<file path="config.mk">
export PLATFORM = sky130hd
export DESIGN_NAME = pipeo_queue
export DESIGN_NICKNAME = d
export VERILOG_FILES = /design/src/sv/pipeo_pkg.sv /design/src/sv/pipeo_queue.sv
export SDC_FILE = /design/constraint.sdc
export NUM_CORES = 1
export LEC_CHECK = 0
export ABC_AREA = 1
export BUFFER_PORTS_ARGS = -buffer_cell sky130_fd_sc_hd__buf_2
export CAP_MARGIN = 20
export CORE_MARGIN = 2
export CORE_UTILIZATION = 40
export DETAILED_ROUTE_END_ITERATION = 8
export SLEW_MARGIN = 30
export SYNTH_ARGS = -nofsm -noshare
export SYNTH_HDL_FRONTEND = slang
export SYNTH_SLANG_ARGS = --single-unit
</file>
<file path="constraint.sdc">
create_clock -name clock -period 8.2 [get_ports clock]
set_input_delay 1.64 -clock clock [delete_from_list [all_inputs] [get_ports clock]]
set_output_delay 1.64 -clock clock [all_outputs]
set_load 0.1 [all_outputs]
</file>
<file path="src/sv/pipeo_pkg.sv">
// ----------------------------------------------------------------------------
// pipeo_pkg
// shared types and constants of the even-odd point-in-polygon block
// ----------------------------------------------------------------------------
package pipeo_pkg;

   localparam int COORD_BITS  = 24;
   localparam int DIFF_BITS   = COORD_BITS + 1;
   localparam int PROD_BITS   = 2 * DIFF_BITS;
   localparam int QUEUE_DEPTH = 4;
   localparam int QPTR_BITS   = $clog2(QUEUE_DEPTH);

   typedef struct packed {
      logic signed [COORD_BITS-1:0] point_x;
      logic signed [COORD_BITS-1:0] point_y;
      logic signed [COORD_BITS-1:0] vertex_x;
      logic signed [COORD_BITS-1:0] vertex_y;
      logic                         first_vertex;
      logic                         last_vertex;
   } req_beat_type;

   typedef struct packed {
      logic inside_res;
      logic too_few_vertices;
   } rsp_beat_type;

   // operands of one edge test: straddle flag, direction and the four differences
   typedef struct packed {
      logic                        straddle;
      logic                        dy_pos;
      logic signed [DIFF_BITS-1:0] dpx;
      logic signed [DIFF_BITS-1:0] dy;
      logic signed [DIFF_BITS-1:0] dbx;
      logic signed [DIFF_BITS-1:0] dpy;
   } edge_op_type;

   typedef struct packed {
      logic        first;
      logic        last;
      logic        too_few;
      edge_op_type walk_edge;
      edge_op_type close_edge;
   } job_type;

endpackage

</file>
<file path="src/sv/pipeo_queue.sv">
// ----------------------------------------------------------------------------
// pipeo_queue
// short job queue between front and back
// ----------------------------------------------------------------------------
module pipeo_queue (
   input  logic               clock,
   input  logic               reset,
   input  logic               push,
   input  pipeo_pkg::job_type push_data,
   output logic               push_ready,
   input  logic               pop,
   output pipeo_pkg::job_type pop_data,
   output logic               pop_valid
);
   import pipeo_pkg::*;

   job_type              slot_ff [QUEUE_DEPTH];
   logic [QPTR_BITS-1:0] wr_ptr_ff, wr_ptr_in;
   logic [QPTR_BITS-1:0] rd_ptr_ff, rd_ptr_in;
   logic [QPTR_BITS:0]   count_ff, count_in;

   assign push_ready = (count_ff != (QPTR_BITS+1)'(QUEUE_DEPTH));
   assign pop_valid  = (count_ff != '0);
   assign pop_data   = slot_ff[rd_ptr_ff];

   always_comb begin
      wr_ptr_in = push ? wr_ptr_ff + 1'b1 : wr_ptr_ff;
      rd_ptr_in = pop ? rd_ptr_ff + 1'b1 : rd_ptr_ff;
      count_in  = count_ff + (QPTR_BITS+1)'(push) - (QPTR_BITS+1)'(pop);
   end

   always_ff @(posedge clock) begin
      if (push) begin
         slot_ff[wr_ptr_ff] <= push_data;
      end
   end

   always_ff @(posedge clock) begin
      if (reset) begin
         wr_ptr_ff <= '0;
         rd_ptr_ff <= '0;
         count_ff  <= '0;
      end else begin
         wr_ptr_ff <= wr_ptr_in;
         rd_ptr_ff <= rd_ptr_in;
         count_ff  <= count_in;
      end
   end

endmodule

</file>
# After elaboration in Yosys (flattened, before gate mapping)

Memory sizes are Yosys's and may differ from the RTL's. A register that Yosys moved wholly into a read port is not among the register bits.
Index checks and enable logic that the tools add are counted.

Shift operators: 0
Equal/unequal tests: 1
Div/mod/pow operators: 0
Reduce and logical (&&, ||, !) cells: 1
Multiply operators: 0
Muxes and demuxes: 4
Magnitude comparators: 0
$add $sub $neg: 4
Bitwise gates (word level): 0

Operators with widths:

| cell                                         | number |
|---|---|
| adder 2 x 1 -> 2 bit (second input constant) | 2 |
| two-way mux 2 bit                            | 2 |
| adder 3 x 1 -> 3 bit                         | 1 |
| != test 3 bit (second input constant)        | 1 |
| nonzero test 3 bit                           | 1 |
| subtractor 3 x 1 -> 3 bit                    | 1 |
| two-way mux 1 bit                            | 2 |

Register bits: 7
Bits in latches: 0
Output and inout port bits: 209
ROM bits: 0
Memories kept: 1
Logic and storage cells: 14
Bits of input ports: 211
Memory bits (writable): 828

Memory list:

| memory  | words | bits a word | read ports | clocked after Yosys merged registers in | wr ports | RTL line          | RTL |
|---|---|---|---|---|---|---|---|
| slot_ff | 4     | 207         | 1          | 1                                       | 1        | pipeo_queue.sv:17 | `job_type slot_ff [QUEUE_DEPTH];` |

# Depth between registers and ports, before layout

Gate-level depths: netlist of the first run.

Depth in word-level cells: 3
Depth in mapped cells: 9
Mapped depth without buffers: 9

# Worst setup path after synthesis of the first run

OpenSTA, ideal clock, no wires.

Path type: in2reg
Start point: input port push
End point: memory slot_ff[2][0] (netlist bit) (enable)
Setup slack: 1.995 ns
Arrival time: 5.647 ns
Library setup time: 0.559 ns
Data required time: 7.641 ns
Stages on the path: 2
Cells stage by stage: nand2_1 -> inv_1

Word-level cells in the longest chain between the ends: 2

RTL lines:

| item                                    | RTL line          | RTL |
|---|---|---|
| start, declared                         | pipeo_queue.sv:8  | `input logic push,` |
| two-way mux 1 bit                       | pipeo_queue.sv:33 | `if (push) begin` |
| two-way mux 1 bit (implied by the code) | pipeo_queue.sv:34 | `slot_ff[wr_ptr_ff] <= push_data;` |
| end, declared                           | pipeo_queue.sv:17 |  |

Every way passes these cells.

==> results of run 1 <==
[kinds of logic (layout without fill, tap and decap cells)]
family                     after synthesis  after routing  share of synthesized area
buffers and inverters                  567           1019                     0.0777
other                                    0             12                          0
AOI/OAI and AO/OA                      631            631                      0.111
DFF                                    837            837                      0.759
and+or+nand+nor                        428            428                     0.0488
adders and majority gates                7              7                    0.00288
[layout by cell type (no fill, tap or decap), drive strengths merged]
master      n
dfxtp       9
o211ai    207
diode      12
edfxtp    828
nand3       3
buf       438
inv       432
nand2     422
nor2        3
fa          1
clkinv     34
bufinv      7
a21oi     213
ha          6
o21ai     211
clkbuf    106
clkinvlp    2
[layer usage]
metal	track usage	vias to the layer above	wire, µm
li1	-	9426	-
met4	0.0567	26	1610
met1	0.192	9413	28300
met2	0.275	419	34300
met3	0.0447	125	4660
met5	0	-	157
[per-stage QoR]
stage	std cells	worst slack, ps	hold WS, ps
5_1_grt	4000	3290	491
6_report	4004	3470	453
2_1_floorplan	2470	1990	436
3_3_place_gp	3835	3860	440
3_5_place_dp	3836	4140	444
4_1_cts	3988	3430	457
[sequential cells by signal (all words and copies together), names as in the netlist, named ones only]
register   flops
count_ff       3
rd_ptr_ff      2
slot_ff      828
wr_ptr_ff      2
[cell type report]
| type | instances | area (µm²) | area share |
|---|---|---|---|
| repair buffers | 438 | 2430 | 0.0630 |
| well taps | 1070 | 1340 | 0.0347 |
| multi-input cells | 1066 | 5380 | 0.139 |
| clock inverters | 46 | 490 | 0.0127 |
| clock buffers | 106 | 2260 | 0.0585 |
| flip-flops and latches | 837 | 25100 | 0.649 |
| inverters | 429 | 1640 | 0.0425 |
| diodes | 12 | 30.0 | 0.000777 |
[worst max-delay path, cell delays in order (launching register included)]
cell and delay (ps):
dfxtp_4 710, buf_12 290, buf_16 460, o211ai_1 180, nand2_1 170, buf_2 450
[path summary, 6_finish.rpt]
check	startpoint	endpoint	cells past startpoint
setup / recovery	register	pop_data[85]	5
hold / removal	rd_ptr_ff[1]$_SDFFE_PP0P_	register	2
setup reg to reg	wr_ptr_ff[0]$_SDFFE_PP0P_	slot_ff[2][37]$_DFFE_PP_	5
hold reg to reg	rd_ptr_ff[1]$_SDFFE_PP0P_	register	2
[power breakdown]
group          switching [mW]  internal (mW)
sequential             0.0480           4.90
clock                    1.58           2.19
combinational            1.59          0.278
==> impl_metrics.ini, run 1 <==
[job]
cap_violations = 0

[global_route]
antenna_found_initial = 22
first_global_vias = 19100
grt_pass1_wl_um = 106000
grt_start_max_net_pins = 243
grt_usage = 0.160
grt_overflow_total = 0

[critical_path]
cp-end-kind = output pin
path_max_fanout = 186
arrival_ps = 3090
required_ps = 6560
ff2ff_setup_slack_ps = 5630
crit_path_start_kind = register
path_class = register to output pin

[logic_synthesis]
ys_types = 17
syn_nets = 2688
synth_top_area_cell = edfxtp_1
synth_area_leaders = edfxtp_1, inv_1, nand2_1, o211ai_1, a21oi_1
yosysWarnings = 0
synth_edf_count = 828
yosysSeqAreaShare = 0.759
synth_top_flop_cell = edfxtp_1
synth_cells = 2470
yosysMostFrequentCell = edfxtp_1
synthDominantCellAreaShare = 0.754
synth_top_cells_by_count = edfxtp_1, inv_1, nand2_1
async_reset_ff_frac = 0
syn_avg_cell_area_um2 = 13.4
mappedNetlistArea_um2 = 33000
ys_seq_elements = 837

[timing]
setup_tns_ps = 0
slew_headroom = 0.332
period_minus_slack_ps = 4730
finalClockSkew_ps = 16.7
fmax_ghz = 0.211
hold_viol_final = 0
rsz0062_at_grt = no
slew_violations = 0
worst_pin_slew_ps = 1000
fin_crit_sh = 0.577
setup_viol = 0

[detailed_routing]
drc = 0
vias_per_cell = 4.85
routedWlPerCell_um = 17.2
antenna_left = 0
wl_um = 69000
drt_iter0_markers = 1105
dr.pass1.iters = 5
vias = 19400

[clock_network]
cts_resized = 0
holdBufCountCts = 0
numCtsBuffers = 86
cts_tree = done
clkSinkCount = 837
ctsLongestPathBuffers = 3
clkTransAtPathRegs_ps = 60
htree_levels = 3
cts_setup_buffers = 0
cts_root_buf = clkbuf_16
clkLatencyLatePin_ps = 630

[hold_path]
min_path_type = register to register

[layout]
synthToLayoutAreaGrowth_pct = 17.1
final_util = 0.472
fin_nets = 3076
fillerInstances = 7180
stdcell_area_um2 = 38600
drive_above_1_share = 0.195

[die]
core_area_um2 = 81800
start_util = 0.403
die_w_um = 291
io_pins = 420
die_height_um = 291
die-area_um2 = 84800
row_count = 105

[place]
numPortBuffers = 419
hpwl_um = 39600
placed_cell_area_um2 = 35700
gp_congestion = 0.742

[pwr]
ir_worst_vdd_uv = 217
p_per_area_nw_per_um2 = 274
p_leak_nw = 14.8
p_total_mw = 10.6

[run_status]
outcome = complete, no violations
No activity file was read; power rests on OpenSTA's default activity.
==> run 2: changes to the inputs <==
==> constraint.sdc (replaced) <==
create_clock -name clock -period 4.5 [get_ports clock]
set_input_delay 0.9 -clock clock [delete_from_list [all_inputs] [get_ports clock]]
set_output_delay 0.9 -clock clock [all_outputs]
set_load 0.1 [all_outputs]
==> run 2 against run 1 <==
Effect of this change: sequential share of layout area shrank 0.84 points; clock-buffer cell count shrank 6; clock power grew 90%; total power grew 85%; hold slack gained 21 ps; via count grew 1.1%; setup slack lost 2600 ps; largest cell class unchanged; clock skew grew 8.2 ps; critical path depth shrank 1; combinational power grew 85%; largest power group unchanged; sequential cell count is the same.
==> impl_metrics.ini, run 2 (synthesis gave the netlist of run 1 again) <==
[place]
gp_congestion = 0.747
placed_cell_area_um2 = 36200
hpwl_um = 42700
numPortBuffers = 419

[clock_network]
cts_tree = done
cts_setup_buffers = 0
htree_levels = 3
clkLatencyLatePin_ps = 620
numCtsBuffers = 88
ctsLongestPathBuffers = 3
cts_root_buf = clkbuf_16
holdBufCountCts = 0
clkSinkCount = 837
cts_resized = 0
clkTransAtPathRegs_ps = 60

[pwr]
p_per_area_nw_per_um2 = 502
ir_worst_vdd_uv = 422
p_leak_nw = 15.1

[critical_path]
critPathTopFamily = buffers and inverters
crit_slowest_cell = dfxtp_4
required_ps = 3600
cp_slowest_stage_delay_ps = 670
arrival_ps = 2770
crit_path_start_kind = register
path_class = register to output pin
crit_cells = 4
reg2reg_depth = 6
path_max_fanout = 73
regToRegEndpoint = slot_ff[2][65]$_DFFE_PP_
endpoint = pop_data[66]
r2r_start = wr_ptr_ff[0]$_SDFFE_PP0P_
path_cells = buf_4 -> o21ai_0 -> nand2_1 -> buf_2
ff2ff_setup_slack_ps = 1960
crit_buf_inv = 2
cp-end-kind = output pin

[global_route]
first_global_vias = 19400
grt_usage = 0.163
grt_use_met3 = 0.0451
grt_overflow_total = 0
grt_start_max_net_pins = 141
grtUsageMet1 = 0.191
use_met2 = 0.285
grt_pass1_wl_um = 107000
busiest_layer = met2
antenna_found_initial = 16

[timing]
rsz0062_at_grt = no
worst_pin_slew_ps = 907
fmax_ghz = 0.273
setup_viol = 0
slew_violations = 0
finalClockSkew_ps = 24.9
hold_viol_final = 0
fin_crit_sh = 0.815
setup_tns_ps = 0
period_minus_slack_ps = 3670
slew_headroom = 0.396

[layout]
mostFrequentLayoutCell = edfxtp_1
top_regs = slot_ff: 828 flops, count_ff: 3 flops
drive_above_1_share = 0.207
synthToLayoutAreaGrowth_pct = 18.6
fin_nets = 3116
largest_register = slot_ff
largest_reg_flops = 828
stdcell_area_um2 = 39100
layout_common_cells = edfxtp_1, inv_1, nand2_1

[die]
start_util = 0.403
row_count = 105
core_area_um2 = 81800
io_pins = 420
die_w_um = 291
die-area_um2 = 84800
die_height_um = 291

[detailed_routing]
vias = 19600
routedWlPerCell_um = 17.4
wl_um = 70400
antenna_left = 0
vias_per_cell = 4.85
dr.pass1.iters = 4
drt_iter0_markers = 1057
drc = 0

[hold_path]
min_path_type = primary input to register

[run_status]
outcome = complete, no violations

[job]
cap_violations = 0
run 2: cell count changes in the layout (fill, tap and decap cells not counted), sizes merged:
| cell | change |
|---|---|
| buf | +38 |
| bufinv | +3 |
| clkbuf | -6 |
| clkinv | +5 |
| clkinvlp | +10 |
| diode | -3 |
| inv | -4 |
run 2: metal layers:
layer  routed length [µm]  vias up  share of wire
met5                  103        -         0.0015
met4                 1860       18          0.026
met3                 4240      134          0.060
met2                35500      415           0.50
met1                28700     9556           0.41
li1                     -     9497              -
run 2: layout make-up:
cell class                 count  area, µm²
antenna                        9       22.5
clock buffer                 100       2270
clock inverter                60        621
fill                        7076      42700
inverter                     429       1630
multi-input combinational   1066       5380
sequential                   837      25100
tap                         1070       1340
timing repair buffer         476       2820
run 2: worst min path at each step:
stage / startpoint / end / slack, ps / cells past startpoint
2_1_floorplan: rd_ptr_ff[1]$_SDFFE_PP0P_ / register / 440 / 2
3_3_place_gp: rd_ptr_ff[1]$_SDFFE_PP0P_ / register / 440 / 2
3_5_place_dp: rd_ptr_ff[0]$_SDFFE_PP0P_ / register / 470 / 1
4_1_cts: reset / count_ff[1]$_SDFF_PP0_ / 420 / 2
5_1_grt: reset / count_ff[1]$_SDFF_PP0_ / 430 / 2
6_report: reset / count_ff[1]$_SDFF_PP0_ / 470 / 2
run 2: power breakdown:
group	leakage (nW)	internal, mW	total, mW	switching (mW)
registers	7.68	8.92	9.02	0.0931
clock network	1.40	4.22	7.15	2.93
logic	6.00	0.545	3.46	2.91
run 2: metrics by stage:
stage	setup slack [ps]	util	instances	total power, mW	hold WS [ps]
2_1_floorplan	44.7	-	2470	12.0	436
3_3_place_gp	1010	0.442	3876	12.6	439
4_1_cts	703	0.477	4037	19.9	419
3_5_place_dp	1020	0.442	3877	12.7	470
5_1_grt	602	0.478	4045	20.4	433
6_report	831	0.478	4047	19.6	474
run 2: worst register-to-register path: cells and delay by family, from the launching register on:
kind                     cells  cell delay, ps
buffers and inverters        4            1550
flip-flops                   1             330
adder cells (fa/ha/maj)      1             160
AND/OR/NAND/NOR              1              80
