===== config.mk =====
export PLATFORM = sky130hd
export DESIGN_NAME = pipeo_front
export DESIGN_NICKNAME = d
export VERILOG_FILES = /design/src/sv/pipeo_pkg.sv /design/src/sv/pipeo_front.sv
export SDC_FILE = /design/constraint.sdc
export NUM_CORES = 1
export LEC_CHECK = 0
export ABC_AREA = 0
export BUFFER_PORTS_ARGS = -buffer_cell sky130_fd_sc_hd__buf_2
export CELL_PAD_IN_SITES_DETAIL_PLACEMENT = 1
export CELL_PAD_IN_SITES_GLOBAL_PLACEMENT = 1
export CORE_MARGIN = 2
export CORE_UTILIZATION = 45
export DETAILED_ROUTE_END_ITERATION = 10
export GPL_TIMING_DRIVEN = 0
export HOLD_SLACK_MARGIN = 0.02
export PLACE_DENSITY = 0.95
export SYNTH_ARGS = -nofsm -noshare
export SYNTH_HDL_FRONTEND = slang
export SYNTH_SLANG_ARGS = --single-unit

===== constraint.sdc =====
create_clock -name clock -period 7.9 [get_ports clock]
set_input_delay 0 -clock clock [delete_from_list [all_inputs] [get_ports clock]]
set_output_delay 0 -clock clock [all_outputs]
set_load 0.02 [all_outputs]

===== src/sv/pipeo_pkg.sv =====
// ----------------------------------------------------------------------------
// pipeo_pkg
// shared types and constants of the even-odd point-in-polygon block
// ----------------------------------------------------------------------------
package pipeo_pkg;

   localparam int COORD_BITS  = 24;
   localparam int DIFF_BITS   = COORD_BITS + 1;
   localparam int PROD_BITS   = 2 * DIFF_BITS;
   localparam int QUEUE_DEPTH = 4;
   localparam int QPTR_BITS   = $clog2(QUEUE_DEPTH);

   typedef struct packed {
      logic signed [COORD_BITS-1:0] point_x;
      logic signed [COORD_BITS-1:0] point_y;
      logic signed [COORD_BITS-1:0] vertex_x;
      logic signed [COORD_BITS-1:0] vertex_y;
      logic                         first_vertex;
      logic                         last_vertex;
   } req_beat_type;

   typedef struct packed {
      logic inside_res;
      logic too_few_vertices;
   } rsp_beat_type;

   // operands of one edge test: straddle flag, direction and the four differences
   typedef struct packed {
      logic                        straddle;
      logic                        dy_pos;
      logic signed [DIFF_BITS-1:0] dpx;
      logic signed [DIFF_BITS-1:0] dy;
      logic signed [DIFF_BITS-1:0] dbx;
      logic signed [DIFF_BITS-1:0] dpy;
   } edge_op_type;

   typedef struct packed {
      logic        first;
      logic        last;
      logic        too_few;
      edge_op_type walk_edge;
      edge_op_type close_edge;
   } job_type;

endpackage


===== src/sv/pipeo_front.sv =====
// ----------------------------------------------------------------------------
// pipeo_front
// takes vertex beats, keeps polygon state and builds edge-test jobs
// ----------------------------------------------------------------------------
module pipeo_front (
   input  logic                    clock,
   input  logic                    reset,
   input  pipeo_pkg::req_beat_type req_beat,
   input  logic                    req_valid,
   output logic                    req_ready,
   output pipeo_pkg::job_type      job,
   output logic                    job_push,
   input  logic                    queue_ready
);
   import pipeo_pkg::*;

   logic signed [COORD_BITS-1:0] first_vx_ff, first_vx_in;
   logic signed [COORD_BITS-1:0] first_vy_ff, first_vy_in;
   logic signed [COORD_BITS-1:0] prev_vx_ff, prev_vx_in;
   logic signed [COORD_BITS-1:0] prev_vy_ff, prev_vy_in;
   logic signed [COORD_BITS-1:0] held_px_ff, held_px_in;
   logic signed [COORD_BITS-1:0] held_py_ff, held_py_in;
   logic [1:0]                   tally_ff, tally_in;
   logic                         accept;
   edge_op_type                  walk_op;
   edge_op_type                  close_op;

   function automatic edge_op_type make_edge(
      input logic signed [COORD_BITS-1:0] ax,
      input logic signed [COORD_BITS-1:0] ay,
      input logic signed [COORD_BITS-1:0] bx,
      input logic signed [COORD_BITS-1:0] by,
      input logic signed [COORD_BITS-1:0] px,
      input logic signed [COORD_BITS-1:0] py
   );
      edge_op_type op;
      op.straddle = (ay > py) != (by > py);
      op.dpx      = DIFF_BITS'(px) - DIFF_BITS'(ax);
      op.dy       = DIFF_BITS'(by) - DIFF_BITS'(ay);
      op.dbx      = DIFF_BITS'(bx) - DIFF_BITS'(ax);
      op.dpy      = DIFF_BITS'(py) - DIFF_BITS'(ay);
      op.dy_pos   = !op.dy[DIFF_BITS-1];
      return op;
   endfunction

   assign accept    = req_valid && queue_ready;
   assign req_ready = queue_ready;
   assign job_push  = accept;

   always_comb begin
      if (req_beat.first_vertex) begin
         held_px_in  = req_beat.point_x;
         held_py_in  = req_beat.point_y;
         first_vx_in = req_beat.vertex_x;
         first_vy_in = req_beat.vertex_y;
         tally_in    = 2'd1;
      end else begin
         held_px_in  = held_px_ff;
         held_py_in  = held_py_ff;
         first_vx_in = first_vx_ff;
         first_vy_in = first_vy_ff;
         tally_in    = (tally_ff == 2'd3) ? 2'd3 : tally_ff + 2'd1;
      end
      prev_vx_in = req_beat.vertex_x;
      prev_vy_in = req_beat.vertex_y;
   end

   always_comb begin
      walk_op  = make_edge(prev_vx_ff, prev_vy_ff, req_beat.vertex_x, req_beat.vertex_y,
                           held_px_in, held_py_in);
      // no edge into the first vertex of a polygon
      walk_op.straddle = walk_op.straddle && !req_beat.first_vertex;
      close_op = make_edge(req_beat.vertex_x, req_beat.vertex_y, first_vx_in, first_vy_in,
                           held_px_in, held_py_in);
      job.first      = req_beat.first_vertex;
      job.last       = req_beat.last_vertex;
      job.too_few    = (tally_in != 2'd3);
      job.walk_edge  = walk_op;
      job.close_edge = close_op;
   end

   always_ff @(posedge clock) begin
      if (reset) begin
         first_vx_ff <= '0;
         first_vy_ff <= '0;
         prev_vx_ff  <= '0;
         prev_vy_ff  <= '0;
         held_px_ff  <= '0;
         held_py_ff  <= '0;
         tally_ff    <= 2'd0;
      end else if (accept) begin
         first_vx_ff <= first_vx_in;
         first_vy_ff <= first_vy_in;
         prev_vx_ff  <= prev_vx_in;
         prev_vy_ff  <= prev_vy_in;
         held_px_ff  <= held_px_in;
         held_py_ff  <= held_py_in;
         tally_ff    <= tally_in;
      end
   end

endmodule


## Word-level counts from Yosys, hierarchy flattened

Index checks and enable logic that the tools add are counted.

| storage, ports and cells | value |
|---|---|
| logic and storage cells | 34 |
| bits of input ports | 102 |
| register bits | 146 |
| output and inout port bits | 209 |

| cells by class | value |
|---|---|
| magnitude comparators | 3 |
| $add $sub $neg | 9 |
| eq/ne operators | 4 |
| reductions and logical operators | 5 |
| muxes and demuxes | 6 |

Operator list:

| kind | count |
|---|---|
| $sub 24x24->25 | 8 |
| $mux 24 | 4 |
| $gt 24x24->1 | 3 |
| $mux 2 | 2 |
| $logic_not 1->1 | 3 |
| $add 2x1->2 const B | 1 |
| $eq 2x2->1 const B | 1 |
| $logic_and 1x1->1 | 2 |
| $ne 1x1->1 | 2 |
| $ne 2x2->1 const B | 1 |

## Logic depth before layout (Yosys ltp)

Gate-level depths: netlist of run 1.

| logic depth | value |
|---|---|
| depth in word-level cells | 4 |
| gate-level depth with buffers | 15 |

## Worst setup path after synthesis of run 1

No wires, ideal clock.

| timing | value |
|---|---|
| kind | input to output |
| start point | in req_beat[1] (netlist name) |
| end point | out job[125] (netlist name) |
| arrival | 3.333 ns |
| stages | 14 |
| buffers on the path | 2 |
| setup slack | 4.567 ns |
| path through | clkbuf_1 -> buf_1 -> mux2i_1 -> inv_1 -> ha_1 -> nor2b_1 -> o2111ai_1 -> nand3b_1 -> a31oi_2 -> o21ai_1 -> or3_1 -> a31o_1 -> a21oi_1 -> xnor2_1 |

RTL lines:

| what | line | source |
|---|---|---|
| start, declared | pipeo_front.sv:8 | `input pipeo_pkg::req_beat_type req_beat,` |
| end, declared | pipeo_front.sv:11 | `output pipeo_pkg::job_type job,` |

==> results of run 1 <==
-- path summary, 6_finish.rpt --
| path | startpoint | to | slack [ns] | cells past startpoint |
|---|---|---|---|---|
| setup / recovery | req_beat[1] | job[125] | 3.12 | 15 |
| hold reg to reg | prev_vy_ff[13] | prev_vy_ff[13] | 0.46 | 2 |
| setup reg to reg | held_py_ff[1] | held_py_ff[1] | 6.75 | 2 |
| hold / removal | req_beat[95] | held_px_ff[21] | 0.03 | 4 |
-- registers in the layout, indices dropped and copies added, names as in the netlist --
signal and flops:
held_px_ff 24, first_vx_ff 24, prev_vy_ff 24, prev_vx_ff 24
held_py_ff 24, first_vy_ff 24, tally_ff 2
-- kinds of logic (layout without fill, tap and decap cells) --
family | count (synthesis) | in the layout
simple gates | 707 | 707
compound gates | 554 | 554
buf+inv | 240 | 628
fa+ha+maj | 226 | 226
xor+xnor | 157 | 157
flops | 146 | 146
mux | 96 | 96
other cells | 0 | 7
-- synthesized netlist by cell type (all sizes together), types with 19 or more instances --
cell | number | area [µm²]
clkbuf | 55 | 206
nand2b | 30 | 188
o21bai | 19 | 143
nor2 | 274 | 1030
mux2 | 66 | 743
inv | 175 | 657
nand3 | 31 | 155
dfxtp | 146 | 2920
o21ai | 86 | 434
a21o | 71 | 533
nor2b | 37 | 231
xnor2 | 110 | 963
a211oi | 44 | 335
ha | 218 | 2730
nor3 | 84 | 420
mux2i | 30 | 300
o21a | 29 | 218
a21oi | 203 | 1020
nand2 | 174 | 653
xor2 | 47 | 412
-- layout make-up --
cell class | count | area share (%)
antenna | 7 | 0.0917
buffer | 65 | 1.34
clock buffer | 17 | 2.23
clock inverter | 15 | 0.799
inverter | 175 | 3.44
multi-input combinational | 1740 | 63.2
sequential | 146 | 15.3
tap | 455 | 2.98
timing repair buffer | 356 | 10.6
-- worst min-delay path, cell delays in order --
cell,delay [ns]
buf_2,0.07
mux2_2,0.17
nor2_1,0.04
nor3_1,0.13
-- repair_timing --
| item | in CTS | in global routing |
|---|---|---|
| hold buffers | 49 | 0 |
| endpoints found under the hold margin | 49 | 0 |
| setup endpoints to repair | 0 | 0 |
-- metal layers --
| metal | share of wire (%) | wire length [µm] | vias to the layer above | global-route usage, % |
|---|---|---|---|---|
| met5 | 0.028 | 19 | - | 0 |
| met3 | 6.3 | 4190 | 235 | 5.94 |
| met4 | 5.3 | 3570 | 4 | 19.1 |
| li1 | - | - | 8251 | - |
| met2 | 49 | 32600 | 767 | 63.1 |
| met1 | 40 | 26700 | 8714 | 40.9 |
-- power groups by stage --
stage | sequential [mW] | combinational [mW] | clock [mW]
final | 0.807 | 2.09 | 0.832
after global routing | 0.811 | 2.24 | 0.864
after CTS | 0.805 | 2.04 | 0.827
after detailed placement | 0.820 | 2.00 | 0
after global placement | 0.816 | 1.93 | 0
after floorplan | 0.812 | 1.36 | 0
-- cell usage in the layout, fill, tap and decap left out, drive strengths merged, types with 6 or more instances in the layout --
| cell | Yosys | final |
|---|---|---|
| nand2 | 174 | 174 |
| o21bai | 19 | 19 |
| and2 | 9 | 9 |
| a21oi | 203 | 203 |
| o31a | 9 | 9 |
| o2111ai | 9 | 9 |
| diode | 0 | 7 |
| a311oi | 6 | 6 |
| o31ai | 7 | 7 |
| inv | 175 | 180 |
| xnor2 | 110 | 110 |
| clkinv | 0 | 6 |
| o21ai | 86 | 86 |
| mux2i | 30 | 30 |
| nand3 | 31 | 31 |
| mux2 | 66 | 66 |
| o211ai | 6 | 6 |
| nor3 | 84 | 84 |
| clkbuf | 55 | 72 |
| nand2b | 30 | 30 |
| ha | 218 | 218 |
| a31o | 9 | 9 |
| dlygate4sd3 | 0 | 49 |
| a31oi | 15 | 15 |
| fa | 8 | 8 |
| xor2 | 47 | 47 |
| nand4 | 18 | 18 |
| nor2b | 37 | 37 |
| or2 | 8 | 8 |
| o21a | 29 | 29 |
| nor2 | 274 | 274 |
| a21o | 71 | 71 |
| dfxtp | 146 | 146 |
| buf | 10 | 317 |
| a211oi | 44 | 44 |
| and3 | 16 | 16 |
| or3 | 8 | 8 |
-- per-stage QoR --
| stage | hold slack (ns) | worst slack [ns] | area [µm²] |
|---|---|---|---|
| finish | 0.0303 | 3.12 | 19100 |
| global route | 0.0576 | 2.92 | 19100 |
| CTS | 0.0323 | 3.27 | 19100 |
| detailed placement | 0.222 | 3.30 | 18000 |
| global placement | 0.219 | 3.57 | 18000 |
| floorplan | 0.113 | 4.57 | 15900 |
==> summary.txt, run 1 <==
Yosys
  • Ys Warns: 0
  • Mux share of post-synthesis cell area: 6.56%
  • Sequential area share after synthesis: 18.4%
  • Number of library cell types mapped by synthesis: 76
  • Mapped Nets: 2454
  • Largest family of logic cells by synthesized area: compound AO/OA/AOI/OAI gates
  • Syn Area/Cell: 7.48 µm²
  • Synth Area in Compound Gates: 22.5%
  • Post-Synth Simple-Gate Area: 20.0%
  • Post-synth EDFFs: 0
  • Post-Syn Instances: 2126
  • Post-Synthesis Cell Area: 15900 µm²
  • Post-Synth Adder-Cell Area: 18.2%
  • Post-Synth XOR/XNOR Area: 8.64%
  • Fraction of registers with async set/reset: 0%
  • Yosys reg bits: 146
  • Top FF cell, synth: dfxtp_1

Cells and area
  • Final std cells w/o fill: 2976
  • Fill count: 4525
  • Layout cells sized above 1: 17.3%
  • Final nets: 2829
  • Area occupied by multi-input gates: 12100 µm²
  • Core Util, Final: 55.0%
  • Register Area: 2920 µm²
  • Layout overhead on the synthesized area: 20.1%

Power and ir drop
  • Switching Share: 47.2%
  • Comb pwr share: 56.0%
  • Internal: 1.97 mW
  • Clk pwr share: 22.3%
  • IR Drop Worst-Case VDD: 0.000167 V
  • Sequential share of power: 21.6%
  • P per Cell Area: 195 nW/µm²
  • Total power draw: 3.73 mW
  • Leakage: 9.00 nW
  • Sw power: 1.76 mW

Timing
  • Period utilization: 60.5%
  • Worst-Margin Slew: 0.876 ns
  • Max-Slew Margin vs Limit: 41.6%
  • RSZ-0062 raised after global routing: no
  • Final hold vios: 0
  • Min Tclk post-route: 4.78 ns
  • Clock skew: 0.00380 ns
  • Setup TNS: 0 ns
  • Max-slew violations: 0
  • Fmax: 0.209 GHz
  • Final setup violation count: 0

Floorplan
  • Number of placed I/O pins: 311
  • Core Region: 34700 µm²
  • Num rows: 68
  • Die Y: 192 µm
  • Die area: 36900 µm²
  • Starting density of the core: 45.8%
  • Die W: 192 µm

Route
  • WL per Instance: 22.5 µm
  • DRC errors left: 0
  • TritonRoute pass-1 iters: 7
  • Vias per inst: 6.04
  • DR iter-0 viols: 1174
  • Final wirelength: 67000 µm
  • Detail Route Antenna Nets: 0
  • Vias: 17971

Clock tree
  • Longest Clk Path Bufs: 2
  • CTS buffer count: 17
  • Worst-path clk slew: 0.07 ns
  • Root Driver: clkbuf_16
  • Total clock sinks: 146
  • Clk Latency, worst-skew pair: 0.44 ns
  • H-tree depth: 4
  • CTS tree: yes
  • Post-CTS Setup Bufs: 0
  • Post_cts resized: 0

Placed design
  • Placed insts: 2888
  • Post-DP HPWL: 52100 µm
  • GPL Wtd Cong: 0.927
  • PortBufs: 307

Worst setup path
  • CP Capture Type: output pin
  • Crit start category: input port
  • Slowest cell on the critical path: buf_1
  • Worst path required time: 7.90 ns
  • CP Buf/Inv Count: 4
  • Crit-path leading delay family: buffers and inverters
  • Maximum fanout along the worst path: 10
  • Worst stage delay on the critical path: 0.71 ns
  • CP arrival: 4.78 ns
  • CP cell instances: clkbuf_1, buf_1, mux2i_1, inv_1, ha_1, nor2b_1, o2111ai_1, nand3b_1, a31oi_2, o21ai_1, or3_1, a31o_1, a21oi_1, xnor2_1, buf_2
  • Critical path class: in2out

GRT
  • Largest net degree at the start of global routing: 17
  • Initial antenna violation count: 9
  • Total grt overflow: 0
  • Number of global-route vias before repair: 19092
  • First-pass GRT wire length: 103000 µm
  • Global Route Usage Sum: 35.7%

Run
  • Max_cap viols: 0

Min path
  • Worst min path class: in2reg

Outcome
  • Status: finished clean
Note: power is estimated with default switching activity, not from simulation.
==> run 2: changes to the inputs <==
--- a/config.mk
+++ b/config.mk
@@ -10,11 +10,11 @@
 export CELL_PAD_IN_SITES_DETAIL_PLACEMENT = 1
 export CELL_PAD_IN_SITES_GLOBAL_PLACEMENT = 1
 export CORE_MARGIN = 2
-export CORE_UTILIZATION = 45
+export CORE_UTILIZATION = 42
 export DETAILED_ROUTE_END_ITERATION = 10
 export GPL_TIMING_DRIVEN = 0
 export HOLD_SLACK_MARGIN = 0.02
-export PLACE_DENSITY = 0.95
+export PLACE_DENSITY = 0.91
 export SYNTH_ARGS = -nofsm -noshare
 export SYNTH_HDL_FRONTEND = slang
 export SYNTH_SLANG_ARGS = --single-unit
==> constraint.sdc (replaced) <==
create_clock -name clock -period 4.8 [get_ports clock]
set_input_delay 0 -clock clock [delete_from_list [all_inputs] [get_ports clock]]
set_output_delay 0 -clock clock [all_outputs]
set_load 0.02 [all_outputs]
==> run 2 against run 1 <==
Effect of this change: global-route usage fell by 3.8 points; sequential power grew 64%; worst hold slack better by 0.00059 ns; clock-buffer cell count increased by 4; combinational power increased by 63%; highest routed layer unchanged.
==> summary.txt, run 2 (synthesis gave the netlist of run 1 again) <==
Outcome
  • Status: finished clean

Worst setup path
  • Worst r2r dst: held_py_ff[1]
  • Maximum fanout along the worst path: 10 (unchanged)
  • Worst reg2reg startpoint: held_py_ff[1]
  • Slowest cell on the critical path: clkbuf_1
  • Worst path required time: 4.80 ns (-3.10 ns)
  • CP Buf/Inv Count: 3 (-1)
  • CP cell instances: clkbuf_1, clkbuf_1, mux2_2, ha_1, nor2b_1, o31a_1, o31ai_2, a311oi_1, nor3_1, o211ai_1, a21o_1, a21oi_1, xnor2_1, buf_2
  • R2r setup slk: 3.76 ns (-2.99 ns)
  • Worst stage delay on the critical path: 0.69 ns (-0.02 ns)
  • CP Capture Type: output pin
  • Crit-path leading delay family: compound AO/OA/AOI/OAI gates
  • Crit-path most repeated cell: clkbuf_1
  • CP arrival: 4.50 ns (-0.28 ns)
  • R2R cell count: 2 (unchanged)
  • Critical path class: in2out
  • CP startpoint: req_beat[1]
  • Crit start category: input port

Timing
  • Setup TNS: 0 ns (unchanged)
  • Max-Slew Margin vs Limit: 41.6% (about the same)
  • Min Tclk post-route: 4.50 ns
  • Max-slew violations: 0 (unchanged)
  • Period utilization: 93.7%
  • Worst-Margin Slew: 0.871 ns (-0.00542 ns)
  • Clock skew: 0.000381 ns (-0.00342 ns)
  • Final hold vios: 0 (unchanged)
  • Fmax: 0.222 GHz
  • Final setup violation count: 0 (unchanged)
  • RSZ-0062 raised after global routing: no

Route
  • DR iter-0 viols: 943 (-20%)
  • Vias: 17465 (-2.8%)
  • Detail Route Antenna Nets: 0 (unchanged)
  • WL per Instance: 21.0 µm (-6.7%)
  • Vias per inst: 5.77 (-4.5%)
  • DRC errors left: 0 (unchanged)
  • TritonRoute pass-1 iters: 5 (-2)
  • Final wirelength: 63600 µm (-5.1%)

Clock tree
  • Total clock sinks: 146 (unchanged)
  • Clk Latency, worst-skew pair: 0.43 ns (about the same)
  • Root Driver: clkbuf_16
  • CTS tree: yes
  • CTS buffer count: 17 (unchanged)
  • Worst-path clk slew: 0.07 ns (about the same)
  • Longest Clk Path Bufs: 2 (unchanged)
  • H-tree depth: 4 (unchanged)
  • Post-CTS Setup Bufs: 0 (unchanged)

Floorplan
  • Die Y: 199 µm (+3.4%)
  • Number of placed I/O pins: 311 (unchanged)
  • Die W: 199 µm (+3.4%)
  • Core Region: 37500 µm² (+8.0%)
  • Starting density of the core: 42.4% (-3.4 points)
  • Die area: 39500 µm² (+7.0%)
  • Num rows: 71 (+4.4%)

Power and ir drop
  • P per Cell Area: 318 nW/µm² (+63%)
  • Clk pwr share: 22.6% (+0.3 points)
  • Comb pwr share: 55.7% (-0.3 points)
  • Switching Share: 45.9% (-1.3 points)
  • IR Drop Worst-Case VDD: 0.000272 V (+63%)
  • Leakage: 8.99 nW (-0.13%)
  • Sw power: 2.80 mW (+59%)
  • Internal: 3.31 mW (+68%)
  • Total power draw: 6.11 mW (+64%)
  • Sequential share of power: 21.7% (about the same)

Placed design
  • PortBufs: 307 (unchanged)
  • Cell Area, Placed: 18100 µm² (+0.39%)
  • Placed insts: 2944 (+1.9%)
  • GPL Wtd Cong: 0.949 (+2.4%)
  • Post-DP HPWL: 51400 µm (-1.3%)

Cells and area
  • Most common cell after layout, fill and taps aside: buf_2
  • Final std cells w/o fill: 3029 (+1.8%)
  • Final nets: 2828 (-0.035%)
  • Area occupied by multi-input gates: 12100 µm² (about the same)
  • Final Cell Area: 19200 µm² (+0.41%)
  • Register Area: 2920 µm² (unchanged)
  • Layout cells sized above 1: 17.3% (about the same)
  • Fill count: 4844 (+7.0%)
  • Most frequent cells in the layout: buf_2 (307), nor2_1 (274), ha_1 (218)
  • Layout overhead on the synthesized area: 20.6%

GRT
  • Initial antenna violation count: 6 (-3)
  • First-pass GRT wire length: 98800 µm (-4.3%)
  • Number of global-route vias before repair: 18518 (-3.0%)
  • Largest net degree at the start of global routing: 17 (unchanged)
  • Total grt overflow: 0 (unchanged)
  • Global Route Usage Sum: 31.8% (-3.8 points)

Run
  • Max_cap viols: 0 (unchanged)

Min path
  • Worst Min Path Start: req_beat[83]
  • Worst hold endpoint: held_px_ff[9]
  • Worst hold path depth: 4 (unchanged)
  • Worst min path class: in2reg
[run 2: metal layers]
layer,vias to the layer above,part of all wire [%],track usage (%)
li1,8238,-,-
met1,8444,41,37.8
met2,629,49,56.7
met3,150,5.9,4.70
met4,4,4.1,14.1
met5,-,0.041,0
[run 2: what timing repair did]
action                                 CTS  global route
endpoints found under the hold margin   48             0
setup endpoints to repair                0             3
hold buffers                            48             0
gates resized for setup                  0             3
[run 2: worst max-delay path by stage]
stage | depth (start not counted) | to | slack, ns
2_1_floorplan | 14 | job[125] | 1.47
3_3_place_gp | 15 | job[125] | 0.42
3_5_place_dp | 15 | job[125] | 0.31
4_1_cts | 15 | job[125] | 0.27
5_1_grt | 14 | job[72] | 0.13
6_report | 14 | job[72] | 0.30
[run 2: metrics by stage]
| step | setup WS [ns] | util, % | hold slack (ns) |
|---|---|---|---|
| final | 0.304 | 51.2 | 0.0309 |
| after global routing | 0.131 | 51.2 | 0.0606 |
| after CTS | 0.268 | 51.1 | 0.0303 |
| after detailed placement | 0.308 | 48.2 | 0.219 |
| after global placement | 0.424 | 48.2 | 0.219 |
| after floorplan | 1.47 | - | 0.113 |
[run 2: power by group through the flow]
| stage | logic (mW) | clock network [mW] | registers (mW) |
|---|---|---|---|
| floorplan | 2.23 | 0 | 1.34 |
| global placement | 3.19 | 0 | 1.34 |
| detailed placement | 3.29 | 0 | 1.35 |
| CTS | 3.36 | 1.38 | 1.32 |
| global route | 3.66 | 1.44 | 1.33 |
| finish | 3.40 | 1.38 | 1.32 |
[run 2: layout make-up]
| class | count | area share (%) |
|---|---|---|
| Inverter | 175 | 3.42 |
| Timing Repair Buffer | 355 | 10.5 |
| Multi-Input combinational cell | 1740 | 63.0 |
| Antenna cell | 5 | 0.0652 |
| Clock buffer | 21 | 2.40 |
| Buffer | 65 | 1.37 |
| Sequential cell | 146 | 15.2 |
| Tap cell | 511 | 3.33 |
| Clock inverter | 11 | 0.678 |
[run 2: tightest hold or removal path: stages]
cell and delay (ns):
buf_2 0.09, mux2_2 0.18, nor2_1 0.04, nor3_1 0.11
==> run 3: changes to the inputs <==
--- a/config.mk
+++ b/config.mk
@@ -11,6 +11,7 @@
 export CELL_PAD_IN_SITES_GLOBAL_PLACEMENT = 1
 export CORE_MARGIN = 2
 export CORE_UTILIZATION = 42
+export CTS_BUF_LIST = sky130_fd_sc_hd__clkbuf_4
 export DETAILED_ROUTE_END_ITERATION = 10
 export GPL_TIMING_DRIVEN = 0
 export HOLD_SLACK_MARGIN = 0.02
==> run 3 against run 2 <==
Effect of this change: routed wire length rose by 0.25%; via count grew 0.85%; the run now ends with hold timing left; maximum frequency fell by 0.49%; sequential power hardly changed; clock-buffer cell count decreased by 2; combinational power rose by 1%; largest power group unchanged; worst hold slack lost 0.051 ns; critical path depth stayed put; flip-flop and latch count stayed put; final cell count increased by 1.5%.
==> summary.txt, run 3 (synthesis gave the netlist of run 1 again) <==
Clock tree
  • Longest Clk Path Bufs: 2 (unchanged)
  • Total clock sinks: 146 (unchanged)
  • Worst-path clk slew: 0.16 ns (+0.09 ns)
  • H-tree depth: 4 (unchanged)
  • CTS tree: yes
  • Clk Latency, worst-skew pair: 0.55 ns (+0.12 ns)
  • Root Driver: clkbuf_4
  • CTS buffer count: 17 (unchanged)

Cells and area
  • Layout overhead on the synthesized area: 21.6%
  • Most common cell after layout, fill and taps aside: buf_2
  • Final std cells w/o fill: 3075 (+1.5%)
  • Fill count: 4873 (+0.60%)
  • Layout cells sized above 1: 17.0% (-0.32 points)
  • Final nets: 2875 (+1.7%)
  • Most frequent cells in the layout: buf_2 (307), nor2_1 (274), ha_1 (218)

Route
  • DR iter-0 viols: 953 (+1.1%)
  • Detail Route Antenna Nets: 0 (unchanged)
  • DRC errors left: 0 (unchanged)
  • WL per Instance: 20.7 µm (-1.2%)
  • TritonRoute pass-1 iters: 5 (unchanged)
  • Final wirelength: 63800 µm (+0.25%)
  • Vias: 17613 (+0.85%)
  • Vias per inst: 5.73 (-0.66%)

Worst setup path
  • Crit start category: input port
  • Critical path class: in2out
  • Slowest cell on the critical path: clkbuf_1
  • Maximum fanout along the worst path: 10 (unchanged)
  • CP Capture Type: output pin
  • R2r setup slk: 3.77 ns (about the same)
  • Worst path required time: 4.80 ns (about the same)
  • Worst stage delay on the critical path: 0.71 ns (+0.02 ns)
  • CP cell instances: clkbuf_1, clkbuf_1, mux2_2, ha_1, nor2b_1, o31a_1, o31ai_2, a311oi_1, nor3_1, o211ai_1, a21o_1, a21oi_1, xnor2_1, buf_2
  • CP arrival: 4.52 ns (+0.02 ns)
  • CP Buf/Inv Count: 3 (unchanged)
  • Crit-path most repeated cell: clkbuf_1
  • Crit-path leading delay family: compound AO/OA/AOI/OAI gates

GRT
  • Number of global-route vias before repair: 18850 (+1.8%)
  • Global Route Usage Sum: 32.0% (+0.18 points)
  • Met2 Track Usage GR: 56.4% (-0.21 points)
  • Met1 Track Usage GR: 37.9% (+0.11 points)
  • Met3 Usage GRT: 4.85% (+0.15 points)
  • Total grt overflow: 0 (unchanged)
  • Largest net degree at the start of global routing: 17 (unchanged)
  • Initial antenna violation count: 6 (unchanged)
  • GRT Max-Usage Layer: met2
  • First-pass GRT wire length: 99600 µm (+0.89%)

Power and ir drop
  • P per Cell Area: 289 nW/µm² (-9.1%)
  • IR Drop Worst-Case VDD: 0.000143 V (-47%)
  • Leakage: 9.05 nW (+0.66%)

Timing
  • Worst-Margin Slew: 0.872 ns (+0.00172 ns)
  • Clock skew: 0.000169 ns (-0.000212 ns)
  • Max-slew violations: 0 (unchanged)
  • Min Tclk post-route: 4.52 ns (+0.0222 ns)
  • Fmax: 0.221 GHz (-0.49%)
  • Setup WS post-layout: 0.282 ns (-0.0222 ns)
  • Period utilization: 94.1% (+0.46 points)
  • Setup TNS: 0 ns (unchanged)
  • Max-Slew Margin vs Limit: 41.8% (+0.28 points)
  • Final setup violation count: 0 (unchanged)
  • Final hold vios: 1 (+1)
  • RSZ-0062 raised after global routing: no
  • Final hold slack: -0.0198 ns (-0.0507 ns)

Placed design
  • GPL Wtd Cong: 0.949 (unchanged)
  • Post-DP HPWL: 51400 µm (unchanged)
  • PortBufs: 307 (unchanged)
  • Placed insts: 2944 (unchanged)
  • Setup Slack @ Placement: 0.308 ns (unchanged)

Floorplan
  • Die area: 39500 µm² (unchanged)
  • Num rows: 71 (unchanged)
  • Core Region: 37500 µm² (unchanged)
  • Die Y: 199 µm (unchanged)
  • Number of placed I/O pins: 311 (unchanged)
  • Starting density of the core: 42.4% (unchanged)
  • Die W: 199 µm (unchanged)

Outcome
  • Status: finished, violations left
  • Failing checks: hold timing

Min path
  • Worst min path class: in2reg

Run
  • Max_cap viols: 0 (unchanged)
run 3: cell types whose count changed in the layout (fill, tap and decap cells not counted):
cell and change:
clkbuf_1 -2, buf_1 +1, a311oi_1 -1, clkbuf_4 +19, diode_2 -1, dlygate4sd3_1 +47, clkinv_1 +2, a311oi_2 +1
clkbuf_8 -2, clkbuf_2 -1, clkbuf_16 -17
run 3: path summary, 6_finish.rpt:
kind / from / to / cells past startpoint
max: req_beat[1] / job[72] / 14
min: req_beat[51] / held_py_ff[1] / 3
max reg2reg: held_py_ff[1] / held_py_ff[1] / 2
min reg2reg: prev_vx_ff[18] / prev_vx_ff[18] / 2
run 3: power breakdown:
group | internal [mW] | total (mW) | switching (mW) | leakage (nW)
sequential | 1.28 | 1.32 | 0.0398 | 1.20
combinational | 1.25 | 3.44 | 2.19 | 7.72
clock | 0.318 | 0.830 | 0.513 | 0.129
run 3: worst register-to-register path: stages, from the launching register on:
cell	delay (ns)
dfxtp_1	0.36
mux2i_2	0.40
a211oi_1	0.16
run 3: layer usage:
layer	part of all wire [%]	wire, µm	vias up
met2	49	31000	599
li1	-	-	8332
met1	41	26400	8506
met4	4.7	2990	2
met5	0.020	13	-
met3	5.4	3430	174
run 3: cell type report:
type	count	area, µm²	share of cell area, %
antenna	4	10.0	0.0517
buffer	65	262	1.35
clock buffer	19	143	0.737
clock inverter	13	138	0.712
inverter	175	657	3.40
multi-input combinational	1740	12100	62.5
sequential	146	2920	15.1
tap	511	639	3.31
timing repair buffer	402	2490	12.9
run 3: per-stage QoR:
step           utilization (%)  instance area, µm²  power [mW]  hold slack (ns)
2_1_floorplan                -               15900        3.57            0.113
3_3_place_gp              48.2               18100        4.54            0.219
3_5_place_dp              48.2               18100        4.64            0.219
4_1_cts                   51.5               19300        5.54           0.0539
5_1_grt                   51.6               19300        5.92           0.0594
6_report                  51.6               19300        5.60          -0.0198
run 3: timing repair:
item,4_1_cts,5_1_grt
setup endpoints to repair,0,3
hold buffers,95,0
gates resized for setup,0,3
hold endpoints to repair,137,0
buffers inserted,0,0
